<file path="src/bloom_filter_five_hash_pair_key_unit_defines.svh">
// assertion macros shared by the bloom filter unit
`ifndef BLOOM_FILTER_FIVE_HASH_PAIR_KEY_UNIT_DEFINES_SVH
`define BLOOM_FILTER_FIVE_HASH_PAIR_KEY_UNIT_DEFINES_SVH

// same-cycle implication, clocked on clk and disabled in reset
`define BFK_ASSERT_NOW(lbl, ante, cons, msg) \
  lbl: assert property (@(posedge clk) disable iff (rst) (ante) |-> (cons)) else $error(msg);

// next-cycle implication, clocked on clk and disabled in reset
`define BFK_ASSERT_NEXT(lbl, ante, cons, msg) \
  lbl: assert property (@(posedge clk) disable iff (rst) (ante) |=> (cons)) else $error(msg);

`endif

</file>
<file path="src/bfk_pkg.sv">
// shared constants, types and structs of the bloom filter unit
package bfk_pkg;

  localparam int INDEX_BITS   = 16;
  localparam int FILTER_COUNT = 3;
  localparam int SEL_W        = (FILTER_COUNT > 1) ? $clog2(FILTER_COUNT) : 1;
  localparam int ADDR_W       = SEL_W + INDEX_BITS;
  localparam longint unsigned DEPTH = longint'(FILTER_COUNT) << INDEX_BITS;
  localparam logic [ADDR_W-1:0] CLEAR_LAST = ADDR_W'(DEPTH - 1);

  localparam int HASH_COUNT = 5;
  localparam int STEP_W     = $clog2(2 * HASH_COUNT);
  localparam logic [STEP_W-1:0] STEP_LAST = STEP_W'(2 * HASH_COUNT - 1);

  localparam logic [31:0] LOW31     = 32'h7FFF_FFFF;
  localparam logic [31:0] BKDR_SEED = 32'd131;
  localparam logic [31:0] DJB_INIT  = 32'd5381;
  localparam logic [31:0] DJB_MUL   = 32'd33;
  localparam logic [31:0] JS_INIT   = 32'd1315423911;
  localparam logic [31:0] RS_A0     = 32'd63689;
  localparam logic [31:0] RS_B      = 32'd378551;
  localparam logic [31:0] RS_A1     = 32'(64'(RS_A0) * 64'(RS_B));

  localparam logic CMD_INSERT = 1'b0;
  localparam logic CMD_QUERY  = 1'b1;

  typedef enum logic [2:0] {
    HASH_BKDR,
    HASH_AP,
    HASH_DJB,
    HASH_JS,
    HASH_RS
  } hash_kind_t;

  typedef enum logic [1:0] {
    ST_IDLE,
    ST_CLEAR,
    ST_HASH,
    ST_DRAIN
  } state_t;

  typedef struct packed {
    logic       load;
    hash_kind_t kind;
    logic       round;
  } hash_ctl_t;

  typedef struct packed {
    logic              en;
    logic              we;
    logic              wdata;
    logic [ADDR_W-1:0] addr;
  } mem_req_t;

endpackage

</file>
<file path="src/bfk_hash_unit.sv">
// shared hash round unit: one round of one of the five string hashes per cycle while load is high
module bfk_hash_unit (
  input  logic                             clk,
  input  bfk_pkg::hash_ctl_t               ctl,
  input  logic [31:0]                      key_first,
  input  logic [31:0]                      key_second,
  output logic [bfk_pkg::INDEX_BITS-1:0]   index
);

  logic [31:0] h;
  logic [31:0] h_next;
  logic [31:0] h_cur;
  logic [31:0] w;
  logic [31:0] mul_b;
  logic [31:0] product;
  logic [31:0] h_masked;

  always_comb begin
    w = ctl.round ? key_second : key_first;

    // round zero starts from the seed of the selected hash
    if (ctl.round) begin
      h_cur = h;
    end else begin
      case (ctl.kind)
        bfk_pkg::HASH_DJB: h_cur = bfk_pkg::DJB_INIT;
        bfk_pkg::HASH_JS:  h_cur = bfk_pkg::JS_INIT;
        default:           h_cur = '0;
      endcase
    end

    case (ctl.kind)
      bfk_pkg::HASH_BKDR: mul_b = bfk_pkg::BKDR_SEED;
      bfk_pkg::HASH_DJB:  mul_b = bfk_pkg::DJB_MUL;
      bfk_pkg::HASH_RS:   mul_b = ctl.round ? bfk_pkg::RS_A1 : bfk_pkg::RS_A0;
      default:            mul_b = '0;
    endcase

    // the one shared multiplier, wrapping at 32 bits
    product = h_cur * mul_b;

    case (ctl.kind)
      bfk_pkg::HASH_BKDR,
      bfk_pkg::HASH_DJB,
      bfk_pkg::HASH_RS: h_next = product + w;
      bfk_pkg::HASH_AP: begin
        if (ctl.round) begin
          h_next = h_cur ^ ~((h_cur << 11) ^ w ^ (h_cur >> 5));
        end else begin
          h_next = h_cur ^ ((h_cur << 7) ^ w ^ (h_cur >> 3));
        end
      end
      bfk_pkg::HASH_JS: h_next = h_cur ^ ((h_cur << 5) + w + (h_cur >> 2));
      default:          h_next = h_cur;
    endcase
  end

  always_ff @(posedge clk) begin
    if (ctl.load) begin
      h <= h_next;
    end
  end

  assign h_masked = h & bfk_pkg::LOW31;
  assign index    = h_masked[bfk_pkg::INDEX_BITS-1:0];

endmodule

</file>
<file path="config.mk">
export PLATFORM = sky130hd
export DESIGN_NAME = bfk_hash_unit
export DESIGN_NICKNAME = d
export VERILOG_FILES = /design/src/bloom_filter_five_hash_pair_key_unit_defines.svh /design/src/bfk_pkg.sv /design/src/bfk_hash_unit.sv
export SDC_FILE = /design/constraint.sdc
export NUM_CORES = 1
export LEC_CHECK = 0
export BUFFER_PORTS_ARGS = -buffer_cell sky130_fd_sc_hd__buf_2
export CAP_MARGIN = 0
export CORE_MARGIN = 3
export CORE_UTILIZATION = 35
export CTS_BUF_LIST = sky130_fd_sc_hd__clkbuf_16
export CTS_CLUSTER_DIAMETER = 150
export DETAILED_ROUTE_END_ITERATION = 16
export MAX_ROUTING_LAYER = met4
export PLACE_DENSITY = 0.58
export SLEW_MARGIN = 40
export SYNTH_ARGS = -nofsm -noshare
export SYNTH_HDL_FRONTEND = slang
export SYNTH_SLANG_ARGS = --single-unit
</file>
<file path="constraint.sdc">
create_clock -name clk -period 15.19 [get_ports clk]
set_input_delay 3.038 -clock clk [delete_from_list [all_inputs] [get_ports clk]]
set_output_delay 3.038 -clock clk [all_outputs]
set_load 0.01 [all_outputs]
</file>
== Yosys cells after proc, flatten, opt, wreduce, memory -nomap -nowiden ==
Index checks and enable logic that the tools add are counted.

* Multiply operators: 1
* Mux-type cells: 7
* Eq/ne operators: 4
* Bitwise gates (word level): 8
* Reductions and logical operators: 2
* Add/subtract/negate cells: 3

{| class="wikitable"
|+ Operator list
! kind !! count
|-
| $pmux W32 S3 || 2
|-
| $xor A32 B32 Y32 || 5
|-
| $mux W32 || 4
|-
| $add A32 B32 Y32 || 2
|-
| $pmux W31 S2 || 1
|-
| $add A32 B30 Y32 || 1
|-
| $mul A32 B32 Y32 || 1
|-
| $not A32 Y32 || 1
|-
| $xor A32 B27 Y32 || 1
|-
| $xor A32 B29 Y32 || 1
|-
| $eq A3 B2 Y1 const B || 2
|-
| $eq A3 B1 Y1 const B || 1
|-
| $eq A3 B3 Y1 const B || 1
|-
| $logic_not A3 Y1 || 1
|-
| $reduce_or A3 Y1 || 1
|}

* Register bits: 32
* Input port bits: 70

== Longest topological paths before layout ==
* Word-level depth: 9
* Mapped depth: 36
* Mapped depth without buffers: 35

== Worst setup path before layout ==
Ideal clock, no wire load.

* Path type: input to register
* From: in ctl[0] (netlist name)
* To: reg h[30], data pin
* Buffers on the path: 5
* Path slack: 4.056 ns
* Stages: 30
* Data required time: 14.924 ns
* Data arrival time: 10.868 ns
* Setup time: 0.266 ns
* Cells stage by stage: clkbuf_1 > buf_2 > clkbuf_1 > buf_1 > clkbuf_1 > mux2i_1 > inv_1 > fa_1 > fa_1 > fa_1 > inv_1 > fa_1 > inv_1 > fa_1 > fa_1 > fa_1 > inv_1 > fa_1 > inv_1 > ha_1 > a21o_1 > a21oi_1 > o21bai_1 > nand4_1 > nand2_1 > a221oi_4 > o21ai_2 > a31oi_4 > mux2i_1 > or3b_1

* Word-level cells in the longest chain between the ends: 7

{| class="wikitable"
|+ RTL lines
! what !! RTL line !! text
|-
| start: declaration || bfk_hash_unit.sv:4 || <nowiki>input bfk_pkg::hash_ctl_t ctl,</nowiki>
|-
| parallel branches: the longest is 6 deep, another holds $mul A32 B32 Y32 || - ||
|-
| $pmux W32 S3 (*) || bfk_hash_unit.sv:42 || <nowiki>case (ctl.kind)</nowiki>
|-
| named net h_next[30] || bfk_hash_unit.sv:11 || <nowiki>logic [31:0] h_next;</nowiki>
|-
| end signal: assignment || bfk_hash_unit.sv:60 || <nowiki>h <= h_next;</nowiki>
|-
| end: declaration || bfk_hash_unit.sv:10 || <nowiki>logic [31:0] h;</nowiki>
|}

Mark *: on every way through the listed nets, which the timed path passes.
A chain may end at the register's enable or synchronous reset.

== Worst setup path after layout ==
* From: in ctl[3] (netlist name)
* To: reg h[23], data pin

* Word-level cells in the longest chain between the ends: 9

{| class="wikitable"
|+ RTL lines
! what !! RTL line
|-
| parallel branches: the longest is 8 deep, another holds $mul A32 B32 Y32 || -
|-
| $pmux W32 S3 (*) || bfk_hash_unit.sv:42
|-
| named net h_next[23] || bfk_hash_unit.sv:11
|}

Marked as above.

==> results.yml <==
status:
  outcome: "completed"
cells_and_area:
  n_antenna_cell: 0
  final_layout_size_suffix_gt1_share_pct: 6.49
  final_cell_mix: "inv_1 (524), fa_1 (342), ha_1 (220), nor2_1 (149), nand2_1 (125)"
  top_register: "h"
  nFillCells: 5245
  finalNonFillerCells: 2884
  top_regs: "h (32)"
  largest_reg_flops: 32
  layout.nets: 2836
  post-route-util_pct: 38.5
  layout_commonest_cell: "inv_1"
  syn2layout_area_growth_pct: 8.21
timing:
  finalHoldViolCount: 0
  fin_crit_ns: 11.78
  min_period_over_period_pct: 77.6
  final-max-slew-violation-count: 0
  setup_viol: 0
  worst_slew_pin_slew_ns: 0.806
  finClkSkew_ns: 0.00613
  clock.fmax_mhz: 84.9
  holdWs_ns: 1.04
  tns_ns: 0
  slew_headroom_pct: 44.8
  rsz0062_at_grt: "no"
clocking:
  clock_path_buffers: 2
  post_cts_buffers: 0
  clkTransAtPathRegs_ns: 0.06
  cts_hold_buf: 0
  h-tree-depth: 2
  cts_resized: 0
  cts_tree: "done"
  root_buffer: "clkbuf_16"
  clock-sinks: 32
  clk-insertion-delay-late_ns: 0.29
  cts_buffers: 5
worst_setup_path:
  slowest_delay_ns: 0.54
  cpMostUsedCell: "fa_1"
  r2r_start: "h[17]$_DFFE_PP_"
  r2r_slack_ns: 6.89
  worstSetupStartpoint: "ctl[3]"
  crit_type: "in2reg"
  endpoint: "h[23]$_DFFE_PP_"
  cp.required_ns: 15.19
  start_kind: "primary input"
  cp.arrival_ns: 11.78
  critPathSlowestCell: "fa_1"
  r2r_end: "h[23]$_DFFE_PP_"
  critPathCaptureType: "flop"
  path_max_fanout: 31
  reg2reg_depth: 27
synthesis:
  synth_seq_area_share_pct: 5.24
  synth_warnings: 0
  synth_cells: 2097
  yosysTopAreaCellShare_pct: 37.3
  ys_seq_elements: 32
  yosys.area.top_type: "fa_1"
  synth.distinct_cells: 69
  async_reset_ff_share_pct: 0
  synth_area_um2: 18400
  synth_edf_count: 32
  syn_area_per_cell_um2: 8.75
  synth_area_leaders: "fa_1 (37%), ha_1 (15%), inv_1 (11%)"
  synth_ff_type: "edfxtp_1"
drt:
  wire_per_inst_um: 21.3
  drtIter0Drc: 1064
  drt-pass1-iter-count: 5
  wirelength_um: 61400
  vias: 14689
  drtAntennaViolNets: 0
  drc: 0
  vias_per_cell: 5.09
die:
  ios: 86
  coreArea_um2: 51600
  rows: 83
  die_w_um: 235
  initial_core_util_pct: 35.6
  die_height_um: 235
  fp.dieArea_um2: 55200
min_path:
  min_path_type: "reg2reg"
global_routing:
  grt_pass1_wl_um: 94700
  grt_max_degree: 72
  grt-ovfl-total: 0
  grt_pass1_vias: 15558
  antenna_found_initial: 0
  track_usage_pct: 23.0
place:
  dp_cells: 2877
  routabilityCongestion: 0.955
  io_buffers: 85
  hpwl_um: 53300
job:
  maxCapViolCount: 0
[worst min-delay path by stage]
stage	end	cells past startpoint	slack, ns	from
floorplan	h[13]$_DFFE_PP_	2	0.76	h[13]$_DFFE_PP_
global placement	h[30]$_DFFE_PP_	4	1.00	h[30]$_DFFE_PP_
finish	h[30]$_DFFE_PP_	4	1.04	h[30]$_DFFE_PP_
CTS	h[30]$_DFFE_PP_	4	1.02	h[30]$_DFFE_PP_
detailed placement	h[30]$_DFFE_PP_	4	1.01	h[30]$_DFFE_PP_
global route	h[30]$_DFFE_PP_	4	1.07	h[30]$_DFFE_PP_
[metrics by stage]
stage	setup WS, ns	instance area (um^2)
2_1_floorplan	4.06	18600
3_3_place_gp	3.13	19700
3_5_place_dp	3.08	19700
4_1_cts	3.32	19900
5_1_grt	3.00	19900
6_report	3.41	19900
[worst max-delay path: cells and delay by family]
family	cells	cell delay, ns
AOI/OAI and AO/OA	7	1.47
xor gates and xnor gates	1	0.24
adders and majority gates	9	4.37
buffers and inverters	9	1.52
and+or+nand+nor	5	1.12
[cells in the mapped netlist, types with 9 or more instances]
| library cell | instances |
|---|---|
| nor2b_1 | 19 |
| edfxtp_1 | 32 |
| o21ai_1 | 28 |
| a21oi_1 | 113 |
| nor2_1 | 151 |
| nand2_1 | 125 |
| buf_4 | 16 |
| a31oi_1 | 21 |
| mux2i_1 | 17 |
| fa_1 | 342 |
| o21ai_0 | 30 |
| inv_1 | 524 |
| and2_1 | 14 |
| mux2_2 | 10 |
| a211oi_1 | 20 |
| and3_1 | 25 |
| nand2b_1 | 14 |
| nor3_1 | 20 |
| a21o_1 | 28 |
| o211ai_1 | 9 |
| o21a_1 | 17 |
| buf_1 | 10 |
| xnor2_1 | 112 |
| xor2_1 | 28 |
| ha_1 | 220 |
| clkbuf_1 | 47 |
[logic make-up (layout without fill, tap and decap cells)]
kind of cell | Yosys count | after routing | share of synthesized area, %
buf+inv | 603 | 638 | 12.7
other cells | 2 | 74 | 0.0409
mux | 28 | 28 | 1.60
fa+ha+maj | 562 | 562 | 52.3
xor+xnor | 140 | 140 | 6.68
simple gates | 398 | 398 | 9.76
flops | 32 | 32 | 5.24
compound gates | 332 | 332 | 11.7
[area by class of cell]
class                      count  area [um^2]  share of cell area [%]
tap                          680          851                    4.28
timing repair buffer         104          573                    2.89
inverter                     527         1980                    9.96
clock inverter                 2         7.51                  0.0378
multi-input combinational   1534        15400                    77.4
clock buffer                   5          125                   0.630
sequential                    32          961                    4.84
[metal layers]
layer	share of wire [%]	GRT usage (%)	vias to the layer above	wire length [um]
met4	3.3	6.27	0	2010
li1	-	-	6689	-
met3	7.5	2.64	105	4600
met5	0	-	-	0
met1	43	31.1	7272	26700
met2	46	36.7	623	28100
Power is left out: the tool's default activity adds up to more than one toggle a clock period on the data nets, which glitch-free logic cannot reach.
